==> config.mk <==
export PLATFORM = sky130hd
export DESIGN_NAME = rgb_to_hsv_converter
export DESIGN_NICKNAME = d
export VERILOG_FILES = /design/src/hw/rtl/rhc_pkg.sv /design/src/hw/rtl/rgb_to_hsv_converter.sv
export SDC_FILE = /design/constraint.sdc
export NUM_CORES = 2
export LEC_CHECK = 0
export BUFFER_PORTS_ARGS = -buffer_cell sky130_fd_sc_hd__buf_4
export CORE_MARGIN = 4
export CORE_UTILIZATION = 30
export CTS_CLUSTER_SIZE = 28
export DETAILED_ROUTE_END_ITERATION = 10
export GPL_ROUTABILITY_DRIVEN = 1
export SLEW_MARGIN = 30
export SYNTH_ARGS = -nofsm -noshare
export SYNTH_HDL_FRONTEND = slang
export SYNTH_SLANG_ARGS = --single-unit
==> constraint.sdc <==
create_clock -name clk -period 20.1 [get_ports clk]
set_input_delay 3.015 -clock clk [delete_from_list [all_inputs] [get_ports clk]]
set_output_delay 3.015 -clock clk [all_outputs]
set_load 0.01 [all_outputs]
==> src/hw/rtl/rhc_pkg.sv <==
// Shared types and default constants for the RGB to HSV converter.
package rhc_pkg;

  localparam int CHANNEL_BITS_DEF      = 8;
  localparam int HUE_FRACTION_BITS_DEF = 6;
  localparam int HUE_INT_BITS          = 9;
  localparam int SAT_BITS              = 16;
  localparam int HUE_SPAN_BITS         = 6;

  typedef enum logic [1:0] {
    SECTOR_RED,
    SECTOR_GREEN,
    SECTOR_BLUE
  } sector_t;

endpackage

==> src/hw/rtl/rgb_to_hsv_converter.sv <==
// Pipelined RGB to HSV converter with restoring dividers for hue and saturation.
//
//  channel  dir  group                      fields (lowest bit first)
//  pixel    in   s_tvalid/s_tready/s_tdata  red, green, blue
//  hsv      out  m_tvalid/m_tready/m_tdata  hue, saturation, value
//
// One pixel enters per clock while the output side is not stalled; NSTEP is the
// longer of the two divisions (16 saturation bits, or 6 + HUE_FRACTION_BITS hue
// bits), one quotient bit per stage.
// Reset clears the stage valid bits only; the data registers are not reset.
// Each stage holds while the one after it is full and stalled, so bubbles
// close up and new pixels are taken while a finished result waits.
module rgb_to_hsv_converter #(
  parameter int CHANNEL_BITS      = rhc_pkg::CHANNEL_BITS_DEF,
  parameter int HUE_FRACTION_BITS = rhc_pkg::HUE_FRACTION_BITS_DEF
) (
  input  logic clk,
  input  logic rst,
  input  logic s_tvalid,
  output logic s_tready,
  // red, green, blue, zero padded to whole bytes
  input  logic [((3 * CHANNEL_BITS + 7) / 8) * 8 - 1:0] s_tdata,
  output logic m_tvalid,
  input  logic m_tready,
  // hue, saturation, value, zero padded to whole bytes
  output logic [((rhc_pkg::HUE_INT_BITS + HUE_FRACTION_BITS + rhc_pkg::SAT_BITS
                  + CHANNEL_BITS + 7) / 8) * 8 - 1:0] m_tdata
);

  localparam int CB    = CHANNEL_BITS;
  localparam int HF    = HUE_FRACTION_BITS;
  localparam int HW    = rhc_pkg::HUE_INT_BITS + HF;
  localparam int SB    = rhc_pkg::SAT_BITS;
  localparam int QWH   = rhc_pkg::HUE_SPAN_BITS + HF;
  localparam int NWH   = CB + QWH;
  localparam int NWS   = CB + SB;
  localparam int NSTEP = (QWH > SB) ? QWH : SB;
  localparam int NS    = NSTEP + 4;
  localparam int OUT_W = ((HW + SB + CB + 7) / 8) * 8;

  localparam logic [QWH-1:0] HUE_SCALE = QWH'(60 * (1 << HF));
  localparam logic [HW-1:0]  HUE_120   = HW'(120 * (1 << HF));
  localparam logic [HW-1:0]  HUE_240   = HW'(240 * (1 << HF));
  localparam logic [HW-1:0]  HUE_360   = HW'(360 * (1 << HF));

  // Stage valid bits and per-stage advance enables.
  logic [NS-1:0] vld;
  logic [NS-1:0] en;

  always_comb begin
    en[NS-1] = !vld[NS-1] || m_tready;
    for (int i = NS - 2; i >= 0; i--) begin
      en[i] = !vld[i] || en[i+1];
    end
  end

  always_ff @(posedge clk) begin
    if (rst) begin
      vld <= '0;
    end else begin
      if (en[0]) begin
        vld[0] <= s_tvalid;
      end
      for (int i = 1; i < NS; i++) begin
        if (en[i]) begin
          vld[i] <= vld[i-1];
        end
      end
    end
  end

  assign s_tready = en[0];
  assign m_tvalid = vld[NS-1];

  // Stage 0: input register.
  logic [CB-1:0] red;
  logic [CB-1:0] green;
  logic [CB-1:0] blue;

  always_ff @(posedge clk) begin
    if (en[0]) begin
      red   <= s_tdata[CB-1:0];
      green <= s_tdata[2*CB-1:CB];
      blue  <= s_tdata[3*CB-1:2*CB];
    end
  end

  // Stage 1: largest and smallest channel, sector and signed difference.
  logic [CB-1:0]        hi_c;
  logic [CB-1:0]        lo_c;
  rhc_pkg::sector_t     sector_c;
  logic [CB:0]          diff_c;
  logic [CB:0]          diff_abs_c;
  logic [CB-1:0]        s1_hi;
  logic [CB-1:0]        s1_delta;
  logic [CB-1:0]        s1_absd;
  logic                 s1_neg;
  rhc_pkg::sector_t     s1_sector;

  always_comb begin
    hi_c = red;
    lo_c = red;
    if (green > hi_c) hi_c = green;
    if (blue > hi_c) hi_c = blue;
    if (green < lo_c) lo_c = green;
    if (blue < lo_c) lo_c = blue;
    if (hi_c == red) begin
      sector_c = rhc_pkg::SECTOR_RED;
      diff_c   = {1'b0, green} - {1'b0, blue};
    end else if (hi_c == green) begin
      sector_c = rhc_pkg::SECTOR_GREEN;
      diff_c   = {1'b0, blue} - {1'b0, red};
    end else begin
      sector_c = rhc_pkg::SECTOR_BLUE;
      diff_c   = {1'b0, red} - {1'b0, green};
    end
    diff_abs_c = diff_c[CB] ? (~diff_c + (CB+1)'(1)) : diff_c;
  end

  always_ff @(posedge clk) begin
    if (en[1]) begin
      s1_hi     <= hi_c;
      s1_delta  <= hi_c - lo_c;
      s1_absd   <= diff_abs_c[CB-1:0];
      s1_neg    <= diff_c[CB];
      s1_sector <= sector_c;
    end
  end

  // Stage 2 onward: divider pipeline. Index 0 holds the dividends, index k
  // holds the state after k quotient bits.
  logic [CB-1:0]    d_hi     [0:NSTEP];
  logic [CB-1:0]    d_delta  [0:NSTEP];
  logic             d_neg    [0:NSTEP];
  rhc_pkg::sector_t d_sector [0:NSTEP];
  logic [CB-1:0]    h_rem    [0:NSTEP];
  logic [QWH-1:0]   h_low    [0:NSTEP];
  logic [CB-1:0]    s_rem    [0:NSTEP];
  logic [SB-1:0]    s_low    [0:NSTEP];

  logic [NWH-1:0] h_dvd_c;
  logic [NWS-1:0] s_dvd_c;

  always_comb begin
    h_dvd_c = NWH'(s1_absd) * NWH'(HUE_SCALE);
    s_dvd_c = {s1_delta, SB'(0)} - NWS'(s1_delta);
  end

  always_ff @(posedge clk) begin
    if (en[2]) begin
      d_hi[0]     <= s1_hi;
      d_delta[0]  <= s1_delta;
      d_neg[0]    <= s1_neg;
      d_sector[0] <= s1_sector;
      // The quotient fits its bit count, so the top bits are already below the divisor.
      h_rem[0]    <= h_dvd_c[NWH-1:QWH];
      h_low[0]    <= h_dvd_c[QWH-1:0];
      s_rem[0]    <= s_dvd_c[NWS-1:SB];
      s_low[0]    <= s_dvd_c[SB-1:0];
    end
  end

  for (genvar k = 1; k <= NSTEP; k++) begin : g_step
    always_ff @(posedge clk) begin
      if (en[2+k]) begin
        d_hi[k]     <= d_hi[k-1];
        d_delta[k]  <= d_delta[k-1];
        d_neg[k]    <= d_neg[k-1];
        d_sector[k] <= d_sector[k-1];
      end
    end

    if (k <= QWH) begin : g_hue
      logic [CB:0] t;
      logic        ge;
      always_comb begin
        t  = {h_rem[k-1], h_low[k-1][QWH-1]};
        ge = t >= {1'b0, d_delta[k-1]};
      end
      always_ff @(posedge clk) begin
        if (en[2+k]) begin
          h_rem[k] <= ge ? CB'(t - {1'b0, d_delta[k-1]}) : t[CB-1:0];
          h_low[k] <= {h_low[k-1][QWH-2:0], ge};
        end
      end
    end else begin : g_hue_pass
      always_ff @(posedge clk) begin
        if (en[2+k]) begin
          h_rem[k] <= h_rem[k-1];
          h_low[k] <= h_low[k-1];
        end
      end
    end

    if (k <= SB) begin : g_sat
      logic [CB:0] t;
      logic        ge;
      always_comb begin
        t  = {s_rem[k-1], s_low[k-1][SB-1]};
        ge = t >= {1'b0, d_hi[k-1]};
      end
      always_ff @(posedge clk) begin
        if (en[2+k]) begin
          s_rem[k] <= ge ? CB'(t - {1'b0, d_hi[k-1]}) : t[CB-1:0];
          s_low[k] <= {s_low[k-1][SB-2:0], ge};
        end
      end
    end else begin : g_sat_pass
      always_ff @(posedge clk) begin
        if (en[2+k]) begin
          s_rem[k] <= s_rem[k-1];
          s_low[k] <= s_low[k-1];
        end
      end
    end
  end

  // Final stage: place the hue quotient in its sector and wrap negatives.
  logic [HW-1:0] q_c;
  logic [HW-1:0] hue_c;
  logic [HW-1:0] out_hue;
  logic [SB-1:0] out_sat;
  logic [CB-1:0] out_value;

  always_comb begin
    q_c = HW'(h_low[NSTEP]);
    case (d_sector[NSTEP])
      rhc_pkg::SECTOR_RED: begin
        // A negative hue in the red sector wraps to the top of the circle.
        hue_c = (d_neg[NSTEP] && (q_c != '0)) ? (HUE_360 - q_c) : q_c;
      end
      rhc_pkg::SECTOR_GREEN: begin
        hue_c = d_neg[NSTEP] ? (HUE_120 - q_c) : (HUE_120 + q_c);
      end
      rhc_pkg::SECTOR_BLUE: begin
        hue_c = d_neg[NSTEP] ? (HUE_240 - q_c) : (HUE_240 + q_c);
      end
      default: begin
        hue_c = '0;
      end
    endcase
    if (d_delta[NSTEP] == '0) begin
      hue_c = '0;
    end
  end

  always_ff @(posedge clk) begin
    if (en[NS-1]) begin
      out_hue   <= hue_c;
      out_sat   <= (d_delta[NSTEP] == '0) ? '0 : s_low[NSTEP];
      out_value <= d_hi[NSTEP];
    end
  end

  assign m_tdata = OUT_W'({out_value, out_sat, out_hue});

`ifndef SYNTHESIS
  a_hue_range: assert property (@(posedge clk) disable iff (rst)
    m_tvalid |-> (out_hue < HUE_360))
    else $error("hue at or above a full circle");

  a_black: assert property (@(posedge clk) disable iff (rst)
    (m_tvalid && (out_value == '0)) |-> ((out_hue == '0) && (out_sat == '0)))
    else $error("black pixel with nonzero hue or saturation");

  a_ready_stall: assert property (@(posedge clk) disable iff (rst)
    !s_tready |-> (m_tvalid && !m_tready))
    else $error("input stalled while the output side can move");

  a_full_sat: assert property (@(posedge clk) disable iff (rst)
    (m_tvalid && (out_sat == '1)) |-> (out_value != '0))
    else $error("full saturation on a black pixel");
`endif

endmodule

# Word level (Yosys, flattened, before mapping)
# Memories as Yosys holds them, arrays and structs flattened. A register that Yosys moved wholly into a read port is not among the register bits.
# Index checks and enable logic that the tools add are counted.
# op_classes
mux,74
bitwise,1
eq_ne,4
add_sub_neg,39
reduce_logical,44
multipliers,1
n_lt_le_gt_ge,32
# op_table
operator,n
two-way mux 8 bit,33
>= comparator 9 x 8 -> 1 bit,28
subtractor 8 bit,29
two-way mux 15 bit,3
case mux 15 bit (3 select lines),1
two-way mux 1 bit,34
subtractor 8 x 8 -> 9 bit,3
subtractor 24 x 8 -> 24 bit,1
logical NOT 1 bit,20
logical OR 1 bit,20
two-way mux 9 bit,2
equality test 8 bit,2
greater-than comparator 8 bit,2
< comparator 8 bit,2
"adder 14 x 12 -> 15 bit, first input constant",1
"subtractor 14 x 12 -> 15 bit, first input constant",1
"subtractor 15 x 12 -> 15 bit, first input constant",1
"adder 13 x 12 -> 14 bit, first input constant",1
"subtractor 13 x 12 -> 14 bit, first input constant",1
"multiplier 8 x 4 -> 12 bit, second input constant",1
nonzero test 12 bit,1
"adder 8 x 1 -> 8 bit, second input constant",1
logical NOT 8 bit,1
NOT 8 bit,1
other kinds (5),5
# word_totals
mem_bits_rw,1071
in_bits,28
elab_cells,232
reg_bits,86
mem_count,8
out_inout_bits,42
# mem_list
name,words,width,rd,rd_clocked_by_memory_dff,wr,line,rtl
s_low,17,16,17,1,17,rgb_to_hsv_converter.sv:139,logic [SB-1:0] s_low [0:NSTEP];
h_low,17,12,17,0,17,rgb_to_hsv_converter.sv:137,logic [QWH-1:0] h_low [0:NSTEP];
d_delta,17,8,17,0,17,rgb_to_hsv_converter.sv:133,logic [CB-1:0] d_delta [0:NSTEP];
d_hi,17,8,17,1,17,rgb_to_hsv_converter.sv:132,logic [CB-1:0] d_hi [0:NSTEP];
h_rem,17,8,16,0,17,rgb_to_hsv_converter.sv:136,logic [CB-1:0] h_rem [0:NSTEP];
s_rem,17,8,16,0,17,rgb_to_hsv_converter.sv:138,logic [CB-1:0] s_rem [0:NSTEP];
+2 memories,n/a,n/a,n/a,n/a,n/a,n/a,

# Logic depth before layout (Yosys ltp)
# logic_depth
ltp_word,21
ltp_mapped,29
ltp_nobuf,26

# Least setup slack after synthesis
# No wires, ideal clock.
# synth_path
kind,input port to output port
from,in m_tready
to,out s_tready
slack_ns,7.741
stages,10
n_path_buf,0
required_ns,17.085
t_arrival_ns,9.344
path_cell_list,nor2b_1 > inv_1 > nor2_1 > and2_1 > inv_1 > nor3_1 > nand3_1 > nor2_1 > nand4_1 > or2_2
# synth_between
elab_chain_cells,20
# synth_lines
item,line,rtl
"start, declared",rgb_to_hsv_converter.sv:24,"input logic m_tready,"
logical OR 1 bit,rgb_to_hsv_converter.sv:51,en[NS-1] = !vld[NS-1] || m_tready;
net en[19],rgb_to_hsv_converter.sv:48,logic [NS-1:0] en;
logical OR 1 bit (5 in a row),rgb_to_hsv_converter.sv:53,en[i] = !vld[i] || en[i+1];
net en[14],rgb_to_hsv_converter.sv:48,
logical OR 1 bit (9 in a row),rgb_to_hsv_converter.sv:53,
net en[5],rgb_to_hsv_converter.sv:48,
logical OR 1 bit (4 in a row),rgb_to_hsv_converter.sv:53,
net en[1],rgb_to_hsv_converter.sv:48,
logical OR 1 bit,rgb_to_hsv_converter.sv:53,
"end, declared",rgb_to_hsv_converter.sv:20,"output logic s_tready,"
# The timed path passes the listed nets, and every way through them passes these cells.

# Final worst setup path
# Ends and elaborated chain as after synthesis.

==> impl_metrics.toml <==
[power_and_ir_drop]
report.power.total_mw = 8.97
swShare_pct = 31.7
power.switching_mw = 2.84
p_clk_share_pct = 21.9
static-leakage-power_nw = 21.1
power_frac_seq_pct = 45.6
intPower_mw = 6.12
power_density_mw_per_mm2 = 168
combPwrFrac_pct = 32.5
vdd_ir_drop_max_mv = 0.0845

[worst_setup_path]
crit_end = "s_tready"
startpoint = "m_tready"
crit_fanout = 55
worstReg2RegStart = "green[2]"
arrival_ns = 7.60
timing.rr.end = "s1_absd[7]"
reg2reg_slack_ns = 12.32
rr_worst_depth = 19
end_kind = "output port"
critical_path_class = "in2out"
crit_required_ns = 17.09
critPathLaunchType = "input port"

[placed_design]
dp_hpwl_mm = 53.1
portBuffers = 68
place_ws_ns = 9.21
gp_congestion = 0.823

[sta]
fmax_ghz = 0.0942
setup_tns_ns = 0
min_period_ns = 10.61
rsz0062_at_grt = "no"
maxSlewHeadroom_pct = 36.6
slew_viol_final = 0
hold_viol_final = 0
tightest_slew_ns = 0.949
setup_slack_ns = 9.49
whs_ns = 0.384
fin_crit_sh_pct = 52.8
setup_viol = 0
fin_skew_ns = 0.0763

[clock_tree]
clk_pin_slew_ns = 0.06
clk_path_buf_depth = 3
clock_latency_ns = 0.71
htreeDepth = 3
cts_setup_buffers = 0
post_cts_resized = 0
numCtsBuffers = 103
cts_root_buffer = "clkbuf_16"
cts_hold_buf = 0
clock-sinks = 1045
cts_tree = "yes"

[synth]
synthDistinctLibCells = 69
synth_flop_cell = "edfxtp_1"
syn_area_mm2 = 0.0468
postSynthAreaPerCell_um2 = 13.6
synth_edf_count = 1025
ys_top_cells_by_area = "edfxtp_1, ha_1, o21ai_0, inv_1, nand2_1"
yosys_warnings = 0
synth_largest_area_cell = "edfxtp_1"
ys_seq_elements = 1045
synth_nets = 3821
ys_seq_area_share_pct = 66.6
synth_top_area_share_pct = 65.8
postSynth.asyncResetShare_pct = 0
postSynthCellCount = 3450

[die]
die_y_um = 403
start_util_pct = 30.3
core_mm2 = 0.155
die-width_um = 403
ios = 70
dieArea_mm2 = 0.162
rows = 144

[global_route]
grt_pass1_vias = 25700
antenna_found_initial = 0
grt_first_pass_wirelength_mm = 124
grtUsageMet2_pct = 16.8
use_met1_pct = 10.3
grt_remaining_overflow = 0
grt_max_degree = 62
use_met3_pct = 1.67
grt_use_total_pct = 9.08
busiest_layer = "met2"

[drt]
vias_per_cell = 4.40
wl_per_cell_um = 12.9
vias = 25100
ant_nets = 0
drc = 0
dr.pass1.iters = 7
first_iter_violations = 1065
finalWirelength_mm = 73.6

[run]
max_cap_violations = 0

[finish]
multi_input_area_mm2 = 0.0139
fillerInstances = 14800
drive_gt1_share_pct = 7.95
synthToLayoutAreaGrowth_pct = 14.1
seqCellArea_mm2 = 0.0312
fin_nets = 3956
antenna_cells = 0
final_util_pct = 34.5

[worst_hold_path]
hold_path.class = "reg2reg"

[run_status]
outcome = "complete, no violations"
==> worst min-delay path by stage <==
stage                          startpoint              end  slack, ns  cells past startpoint
after global placement       h_low[10][2]     h_low[11][3]       0.40                      0
after detailed placement  d_delta[0][101]  d_delta[0][109]       0.40                      0
final                       s_low[10][12]    s_low[11][13]       0.38                      0
after CTS                    s_low[10][9]    s_low[11][10]       0.37                      0
after floorplan            d_delta[0][96]  d_delta[0][104]       0.40                      0
after global routing        s_low[10][11]    s_low[11][12]       0.39                      0
==> worst max-delay path, cell delays in order <==
cell,delay (ns)
buf_4,0.11
nor2b_1,0.38
inv_1,0.08
buf_4,0.30
nor2_1,0.37
and2_1,0.34
inv_2,0.08
nor3_2,0.51
nand3_2,0.12
buf_4,0.35
nor2_1,0.62
nand4_1,0.16
buf_4,0.27
or2_2,0.60
buf_4,0.27
==> cells in the final DEF, fill, tap and decap left out, types with 14 or more instances in the layout <==
cell type,n
ha_1,300
dfxtp_1,20
o21bai_1,14
a21oi_1,117
nand4_1,58
nor2b_1,80
nand3_1,19
buf_4,85
nand2b_1,63
and2_1,49
clkinv_1,16
inv_1,402
o31ai_1,56
a211oi_1,14
nor3_1,27
clkbuf_16,103
or4_1,28
edfxtp_1,1025
clkinv_2,19
mux2i_1,17
xnor2_1,66
a21boi_0,29
fa_1,43
o211a_1,26
o21ai_0,315
a21o_1,43
nand2_1,248
nor2_1,161
xor2_1,64
==> per-stage QoR <==
stage	cells	area (µm²)
6_report	5718	53400
5_1_grt	5718	53400
3_3_place_gp	5524	49800
3_5_place_dp	5524	49800
4_1_cts	5718	53400
2_1_floorplan	3450	46800
==> power groups by stage <==
| stage | logic, mW | clock network [mW] | registers [mW] |
|---|---|---|---|
| floorplan | 2.31 | 0 | 3.98 |
| detailed placement | 2.93 | 0 | 4.15 |
| global route | 3.38 | 2.13 | 4.20 |
| finish | 2.91 | 1.96 | 4.09 |
| global placement | 2.84 | 0 | 4.12 |
| CTS | 2.95 | 2.03 | 4.11 |
==> cell usage after synthesis (all sizes together), types with 2 or more instances <==
library cell / n
a2111oi: 2
a211oi: 17
a21boi: 32
a21o: 43
a21oi: 119
a221oi: 5
a311oi: 4
a41oi: 2
and2: 49
and3: 5
and4: 2
buf: 13
clkbuf: 42
dfxtp: 20
edfxtp: 1025
fa: 43
ha: 300
inv: 408
mux2i: 17
nand2: 255
nand2b: 63
nand3: 22
nand4: 58
nand4b: 3
nor2: 161
nor2b: 90
nor3: 28
nor4: 5
o211a: 26
o211ai: 2
o21a: 9
o21ai: 319
o21bai: 14
o22ai: 4
o31ai: 56
or2: 7
or3: 5
or4: 29
xnor2: 66
xor2: 64
==> cells by family (layout without fill, tap and decap cells) <==
group	Yosys count	after routing	share of synthesized area, %
other	1	1	0.00801
AO/OA/AOI/OAI	664	664	8.64
buffers and inverters	464	688	3.81
XOR/XNOR	130	130	2.43
flip-flops	1045	1045	66.6
AND/OR/NAND/NOR	785	785	8.26
multiplexers	18	18	0.388
adder cells (fa/ha/maj)	343	343	9.86
==> sequential cells by signal (all words and copies together) (netlist names), 15 cells and up <==
name / count
vld: 20
s_rem: 128
d_sector: 34
h_rem: 96
d_delta: 135
d_neg: 17
h_low: 136
out_hue: 15
s_low: 253
out_sat: 16
d_hi: 136
==> per-layer routing <==
layer	vias to the layer above	share of wire, %	wire length, µm
met5	-	0	0
met1	11900	42	31100
met3	164	3.2	2390
met4	0	3.4	2520
li1	12800	-	-
met2	325	51	37600
==> layout make-up <==
class                      instances  area share (%)
clock inverter                    78            1.73
multi-input combinational       1941            26.1
inverter                         409            2.89
sequential                      1045            58.4
timing repair buffer              85            1.20
clock buffer                     116            4.92
tap                             2044            4.79
Power figures use the tool's default switching activity.
